$ cat src/rtl/dfc_pkg.sv
package dfc_pkg;

	// Fixed-point format of the linear value
	localparam int FRACTION_BITS = 16;

	// Field widths
	localparam int MANT_W      = 13;
	localparam int EXP_W       = 2;
	localparam int CODE_W      = 16;
	localparam int VALUE_IN_W  = 32;
	localparam int VALUE_OUT_W = 30;
	localparam int MAG_W       = VALUE_IN_W;

	// Decode numerator is mantissa << FRACTION_BITS plus half the scale
	localparam int NUM_W   = MANT_W + FRACTION_BITS + 1;
	localparam int RECIP_W = NUM_W + 1;
	localparam int PROD_W  = NUM_W + RECIP_W;

	localparam logic [CODE_W-1:0] INVALID_WORD = 16'hFFFF;
	localparam logic [MANT_W-1:0] MANT_LIMIT   = 13'h1FFF;

	localparam logic [VALUE_OUT_W-2:0] VALUE_MAX_MAG = '1;

	// Encode limit and the per-scale thresholds: mag * d < LIMIT <=> mag < ceil(LIMIT / d)
	localparam logic [63:0] LIMIT     = 64'(MANT_LIMIT) << FRACTION_BITS;
	localparam logic [63:0] THR_10    = (LIMIT + 64'd9) / 64'd10;
	localparam logic [63:0] THR_100   = (LIMIT + 64'd99) / 64'd100;
	localparam logic [63:0] THR_1000  = (LIMIT + 64'd999) / 64'd1000;

	// Exact reciprocals for numerators below 2^NUM_W
	localparam int SHIFT_10   = NUM_W + 4;
	localparam int SHIFT_100  = NUM_W + 7;
	localparam int SHIFT_1000 = NUM_W + 10;

	localparam logic [63:0] RECIP_10   = ((64'd1 << SHIFT_10) + 64'd9) / 64'd10;
	localparam logic [63:0] RECIP_100  = ((64'd1 << SHIFT_100) + 64'd99) / 64'd100;
	localparam logic [63:0] RECIP_1000 = ((64'd1 << SHIFT_1000) + 64'd999) / 64'd1000;

	typedef enum logic {
		CMD_ENCODE = 1'b0,
		CMD_DECODE = 1'b1
	} cmd_t;

	typedef enum logic [EXP_W-1:0] {
		EXP_1    = 2'd0,
		EXP_10   = 2'd1,
		EXP_100  = 2'd2,
		EXP_1000 = 2'd3
	} exp_t;

	// Per-item control carried alongside the product
	typedef struct packed {
		logic decode;
		logic neg;
		exp_t exp;
		logic oor;
		logic nan;
	} ctl_t;

	function automatic logic [9:0] scale_of(input exp_t e);
		logic [9:0] s;
		unique case (e)
			EXP_1:    s = 10'd1;
			EXP_10:   s = 10'd10;
			EXP_100:  s = 10'd100;
			EXP_1000: s = 10'd1000;
			default:  s = 10'd1;
		endcase
		return s;
	endfunction

	function automatic logic [9:0] half_of(input exp_t e);
		logic [9:0] h;
		unique case (e)
			EXP_1:    h = 10'd0;
			EXP_10:   h = 10'd5;
			EXP_100:  h = 10'd50;
			EXP_1000: h = 10'd500;
			default:  h = 10'd0;
		endcase
		return h;
	endfunction

	function automatic logic [RECIP_W-1:0] recip_of(input exp_t e);
		logic [RECIP_W-1:0] r;
		unique case (e)
			EXP_1:    r = RECIP_W'(1);
			EXP_10:   r = RECIP_W'(RECIP_10);
			EXP_100:  r = RECIP_W'(RECIP_100);
			EXP_1000: r = RECIP_W'(RECIP_1000);
			default:  r = RECIP_W'(1);
		endcase
		return r;
	endfunction

endpackage

$ cat src/rtl/dfc_front.sv
module dfc_front (
	input  logic                                    command,
	input  logic signed [dfc_pkg::VALUE_IN_W-1:0]   value_in,
	input  logic        [dfc_pkg::CODE_W-1:0]       code_in,
	output dfc_pkg::ctl_t                           ctl,
	output logic        [dfc_pkg::PROD_W-1:0]       prod
);
	import dfc_pkg::*;

	logic               neg_enc;
	logic [MAG_W-1:0]   mag;
	logic               oor;
	exp_t               exp_enc;
	exp_t               exp_dec;
	logic [MANT_W-1:0]  mant_dec;
	logic [NUM_W-1:0]   num;
	logic [NUM_W-1:0]   op_a;
	logic [RECIP_W-1:0] op_b;

	always_comb begin
		// encode side: magnitude, range check, largest scale that fits
		neg_enc = value_in[VALUE_IN_W-1];
		mag     = neg_enc ? MAG_W'(-value_in) : MAG_W'(value_in);
		oor     = 64'(mag) >= LIMIT;
		priority if (64'(mag) < THR_1000) begin
			exp_enc = EXP_1000;
		end else if (64'(mag) < THR_100) begin
			exp_enc = EXP_100;
		end else if (64'(mag) < THR_10) begin
			exp_enc = EXP_10;
		end else begin
			exp_enc = EXP_1;
		end

		// decode side: rounded numerator, divided later through the reciprocal
		exp_dec  = exp_t'(code_in[EXP_W-1:0]);
		mant_dec = code_in[MANT_W+EXP_W-1:EXP_W];
		num      = (NUM_W'(mant_dec) << FRACTION_BITS) + NUM_W'(half_of(exp_dec));

		ctl.decode = (command == CMD_DECODE);
		if (command == CMD_DECODE) begin
			op_a    = num;
			op_b    = recip_of(exp_dec);
			ctl.neg = code_in[CODE_W-1];
			ctl.exp = exp_dec;
			ctl.oor = 1'b0;
			ctl.nan = (code_in == INVALID_WORD);
		end else begin
			op_a    = oor ? '0 : NUM_W'(mag);
			op_b    = RECIP_W'(scale_of(exp_enc));
			ctl.neg = neg_enc;
			ctl.exp = exp_enc;
			ctl.oor = oor;
			ctl.nan = 1'b0;
		end

		// one shared multiplier for both directions
		prod = PROD_W'(op_a) * PROD_W'(op_b);
	end

endmodule

$ cat src/rtl/dfc_back.sv
module dfc_back (
	input  dfc_pkg::ctl_t                            ctl,
	input  logic        [dfc_pkg::PROD_W-1:0]        prod,
	output logic        [dfc_pkg::CODE_W-1:0]        code,
	output logic signed [dfc_pkg::VALUE_OUT_W-1:0]   value,
	output logic                                     oor,
	output logic                                     nan
);
	import dfc_pkg::*;

	logic [MANT_W-1:0]        mant_enc;
	logic [NUM_W-1:0]         quot;
	logic [VALUE_OUT_W-2:0]   mag_dec;
	logic [VALUE_OUT_W-1:0]   mag_ext;

	always_comb begin
		mant_enc = prod[FRACTION_BITS +: MANT_W];

		unique case (ctl.exp)
			EXP_1:    quot = NUM_W'(prod);
			EXP_10:   quot = NUM_W'(prod >> SHIFT_10);
			EXP_100:  quot = NUM_W'(prod >> SHIFT_100);
			EXP_1000: quot = NUM_W'(prod >> SHIFT_1000);
			default:  quot = NUM_W'(prod);
		endcase

		// saturate the decoded magnitude to the signed output range
		mag_dec = (64'(quot) > 64'(VALUE_MAX_MAG)) ? VALUE_MAX_MAG : (VALUE_OUT_W-1)'(quot);
		mag_ext = {1'b0, mag_dec};

		if (ctl.decode) begin
			code = '0;
			oor  = 1'b0;
			nan  = ctl.nan;
			if (ctl.nan) begin
				value = '0;
			end else begin
				value = ctl.neg ? VALUE_OUT_W'(-mag_ext) : mag_ext;
			end
		end else begin
			value = '0;
			nan   = 1'b0;
			oor   = ctl.oor;
			code  = ctl.oor ? INVALID_WORD : {ctl.neg, mant_enc, ctl.exp};
		end
	end

endmodule

$ cat src/rtl/decimal_float16_codec.sv
// Decimal 16-bit float codec.
//
// Input channel (in_valid / in_ready) carries one beat per conversion:
// command selects encode of value_in (signed, FRACTION_BITS fraction bits)
// or decode of code_in (sign, 13-bit mantissa, decimal exponent).
// Output channel (out_valid / out_ready) returns exactly one beat per input
// beat, in order: code_out and out_of_range for encode, value_out and
// not_a_number for decode; the unused fields of a beat are zero.
//
// Three registers: input register, product register after the one shared
// multiplier (scale for encode, reciprocal for decode), result register.
// Throughput is one beat per cycle while the receiver keeps out_ready high;
// the multiplier stage is the only deep path.
//
// Reset clears all valid flags; with every stage empty, in_ready is high
// during reset and after it. When the receiver stalls,
// the result register holds its beat and the stages behind it keep filling;
// in_ready drops once all three stages hold a beat.
module decimal_float16_codec (
	input  logic                                    clk,
	input  logic                                    arst_n,
	input  logic                                    in_valid,
	output logic                                    in_ready,
	input  logic                                    command,
	input  logic signed [dfc_pkg::VALUE_IN_W-1:0]   value_in,
	input  logic        [dfc_pkg::CODE_W-1:0]       code_in,
	output logic                                    out_valid,
	input  logic                                    out_ready,
	output logic        [dfc_pkg::CODE_W-1:0]       code_out,
	output logic signed [dfc_pkg::VALUE_OUT_W-1:0]  value_out,
	output logic                                    out_of_range,
	output logic                                    not_a_number
);
	import dfc_pkg::*;

	// stage 1: captured input beat
	logic                          v_s1;
	logic                          cmd_s1;
	logic signed [VALUE_IN_W-1:0]  value_s1;
	logic        [CODE_W-1:0]      code_s1;

	// stage 2: product and control
	logic                          v_s2;
	ctl_t                          ctl_s2;
	logic        [PROD_W-1:0]      prod_s2;

	// result register
	logic                          out_valid_q;
	logic        [CODE_W-1:0]      code_q;
	logic signed [VALUE_OUT_W-1:0] value_q;
	logic                          oor_q;
	logic                          nan_q;

	// combinational results
	ctl_t                          ctl_c;
	logic        [PROD_W-1:0]      prod_c;
	logic        [CODE_W-1:0]      code_c;
	logic signed [VALUE_OUT_W-1:0] value_c;
	logic                          oor_c;
	logic                          nan_c;

	logic adv_out;
	logic rdy_s2;
	logic rdy_s1;

	// a stage advances when it is empty or the stage ahead takes its beat
	assign adv_out  = !out_valid_q || out_ready;
	assign rdy_s2   = !v_s2 || adv_out;
	assign rdy_s1   = !v_s1 || rdy_s2;
	assign in_ready = rdy_s1;

	dfc_front u_front (
		.command  (cmd_s1),
		.value_in (value_s1),
		.code_in  (code_s1),
		.ctl      (ctl_c),
		.prod     (prod_c)
	);

	dfc_back u_back (
		.ctl   (ctl_s2),
		.prod  (prod_s2),
		.code  (code_c),
		.value (value_c),
		.oor   (oor_c),
		.nan   (nan_c)
	);

	// valid flags
	always_ff @(posedge clk or negedge arst_n) begin
		if (!arst_n) begin
			v_s1        <= 1'b0;
			v_s2        <= 1'b0;
			out_valid_q <= 1'b0;
		end else begin
			if (rdy_s1) begin
				v_s1 <= in_valid;
			end
			if (rdy_s2) begin
				v_s2 <= v_s1;
			end
			if (adv_out) begin
				out_valid_q <= v_s2;
			end
		end
	end

	// payload: load only on a moving beat, hold otherwise
	always_ff @(posedge clk) begin
		if (in_valid && rdy_s1) begin
			cmd_s1   <= command;
			value_s1 <= value_in;
			code_s1  <= code_in;
		end
		if (v_s1 && rdy_s2) begin
			ctl_s2  <= ctl_c;
			prod_s2 <= prod_c;
		end
		if (v_s2 && adv_out) begin
			code_q  <= code_c;
			value_q <= value_c;
			oor_q   <= oor_c;
			nan_q   <= nan_c;
		end
	end

	assign out_valid    = out_valid_q;
	assign code_out     = code_q;
	assign value_out    = value_q;
	assign out_of_range = oor_q;
	assign not_a_number = nan_q;

	// an encode flag and a decode flag never appear on the same beat
	a_flags_exclusive: assert property (@(posedge clk) disable iff (!arst_n)
		out_valid_q |-> !(oor_q && nan_q))
		else $error("out_of_range and not_a_number both set");

	// out of range forces the invalid marker and a zero value
	a_oor_word: assert property (@(posedge clk) disable iff (!arst_n)
		out_valid_q && oor_q |-> (code_q == INVALID_WORD) && (value_q == '0))
		else $error("out-of-range beat without invalid marker");

	// not-a-number decodes to zero with no code
	a_nan_zero: assert property (@(posedge clk) disable iff (!arst_n)
		out_valid_q && nan_q |-> (value_q == '0) && (code_q == '0))
		else $error("not-a-number beat with nonzero fields");

	// a stalled product stage holds its beat
	a_s2_hold: assert property (@(posedge clk) disable iff (!arst_n)
		v_s2 && !rdy_s2 |=> v_s2 && $stable(prod_s2) && $stable(ctl_s2))
		else $error("product stage lost a stalled beat");

	// an accepted beat lands in the input register
	a_s1_load: assert property (@(posedge clk) disable iff (!arst_n)
		in_valid && in_ready |=> v_s1)
		else $error("accepted beat not captured");

endmodule

$ cat config.mk
export PLATFORM = sky130hd
export DESIGN_NAME = decimal_float16_codec
export DESIGN_NICKNAME = d
export VERILOG_FILES = /design/src/rtl/dfc_pkg.sv /design/src/rtl/dfc_front.sv /design/src/rtl/dfc_back.sv /design/src/rtl/decimal_float16_codec.sv
export SDC_FILE = /design/constraint.sdc
export NUM_CORES = 2
export LEC_CHECK = 0
export ABC_AREA = 1
export CORE_MARGIN = 2
export CORE_UTILIZATION = 30
export CTS_BUF_LIST = sky130_fd_sc_hd__clkbuf_8
export DETAILED_ROUTE_END_ITERATION = 16
export DONT_BUFFER_PORTS = 1
export HOLD_SLACK_MARGIN = 0.08
export PLACE_DENSITY = 0.54
export SLEW_MARGIN = 20
export SYNTH_ARGS = -nofsm -noshare
export SYNTH_HDL_FRONTEND = slang
export SYNTH_HIERARCHICAL = 1
export SYNTH_SLANG_ARGS = --single-unit
export TNS_END_PERCENT = 5
$ cat constraint.sdc
create_clock -name clk -period 9.2 [get_ports clk]
set_input_delay 1.84 -clock clk [delete_from_list [all_inputs] [get_ports clk]]
set_output_delay 1.84 -clock clk [all_outputs]
set_load 0.1 [all_outputs]
==> metrics <==
IO Pins 103; Layout Nets roughly 5600; CORE AREA 120000 sq um; die area 123000 sq um; largest net degree at the start of global routing 64; slowest CP cell fa_2; Overflow after GRT 0; CTS tree built; worst clock skew around 0.024 ns; Detail Route Antenna Nets 0; clk sinks 163; status complete, no violations; Critical path buffers and inverters 11; vias 27400; Synth warnings 6; DP HPWL 99100 um; Worst Tran Pin Value around 1.2 ns; Post-Synthesis Cells 4091; final setup fails 0; Worst slew margin 20.3%; Slew Viols, Final 0; DRT iter0 DRCs roughly 2000; max cap viols 0; Area growth syn-to-layout 15.8%; clock root buffer master clkbuf_8; FP Rows roughly 130; clk_lat worst skew 0.58 ns; layout cells sized above 1 13.1%; Die X 351 um; port buffer count 0; DRC 0; setup TNS after final layout 0 ns; drt wl/cell approximately 18 um; Peak Freq 112 MHz; CP Launch Type flop; H-tree depth 4; total clock buffers created by CTS 17; Critical Setup Path Class reg -> reg; Die Ht 351 um; Routed WL approximately 110000 um; aggregate global-route resource usage between 10% and 20%; Tmin final about 9 ns; RSZ-0062 raised after global routing true; Max stage delay on crit path 0.61 ns; most frequent cells in the layout inv_1, fa_1, nand2_1; Worst Path Required 9.51 ns; hold crit path type reg -> reg; Cell Area, Synth 36100 sq um; vias in the first global route 29100; Max clock buf depth 2; worst-path maximum fanout 8; Final Hold Violating Endpoints 0; post-layout util 35.0%; cell family with most CP delay adder cells; Worst-path clk slew between 0.1 and 0.15 ns; WHS 0.564 ns; RD Place Congestion between 0.9 and 1; Hold Buf Count CTS 0; most common cell after layout, fill and taps aside inv_1; 1st-pass router iterations 6; syn avg cell area 8.83 sq um; initial antenna violation count 3; Arr. time, crit path 9.20 ns; initial core utilization a little under a third; first-pass GRT wire length 172000 um; Via density 4.48; crit end category flop; final period utilization 96.7%
[per-stage QoR]
step | std cells | cell area [sq um] | worst slack [ns]
floorplan | 4278 | 36800 | 0.663
detailed placement | 6062 | 40300 | -0.126
finish | 6125 | 41800 | 0.305
CTS | 6094 | 40800 | 0.00532
global route | 6125 | 41800 | -0.0587
global placement | 6062 | 40300 | -0.0951
[metal layers]
layer	vias to the layer above	track usage (%)	share of wire [%]	wire length (um)
met5	-	0	0.012	13
met1	13700	25.5	45	50500
met4	2	5.65	3.0	3390
met2	703	30.9	46	51800
met3	135	2.15	5.2	5760
li1	12900	-	-	-
[area by class of cell]
type / instances / area (sq um)
Fill cell: 12500 / 77800
Clock inverter: 15 / 196
Inverter: 1156 / 4370
Antenna cell: 1 / 2.50
Multi-Input combinational cell: 2888 / 27900
Tap cell: 1612 / 2020
Clock buffer: 17 / 234
Sequential cell: 163 / 4880
Timing Repair Buffer: 273 / 2200
[tightest hold or removal path: cells and delay by family (launching register included)]
family	cells	cell delay, ns
flip-flops	1	0.39
AND/OR/NAND/NOR	2	0.15
[repair_timing]
action	4_1_cts	5_1_grt
gates resized for setup	8	220
setup endpoints to repair	20	37
cloned	0	1
pin swaps	0	44
buffers inserted	0	30
[flip-flops by register name (all words and copies together) (netlist names)]
register	count
value_s1	32
v_s2	1
value_out	30
not_a_number	1
v_s1	1
out_of_range	1
code_s1	16
out_valid	1
code_out	16
ctl_s2	6
cmd_s1	1
prod_s2	57
[path summary, 6_finish.rpt]
path	depth (start not counted)	from	slack [ns]	to
min in group asynchronous	0	arst_n	0.93	v_s1
setup / recovery	40	value_s1[4]	0.31	prod_s2[60]
hold reg to reg	2	v_s1	0.56	v_s2
max in group asynchronous	0	arst_n	8.20	out_valid
setup reg to reg	40	value_s1[4]	0.31	prod_s2[60]
hold / removal	2	v_s1	0.56	v_s2
Power is left out: the tool's default activity adds up to more than one toggle a clock period on the data nets, which glitch-free logic cannot reach.
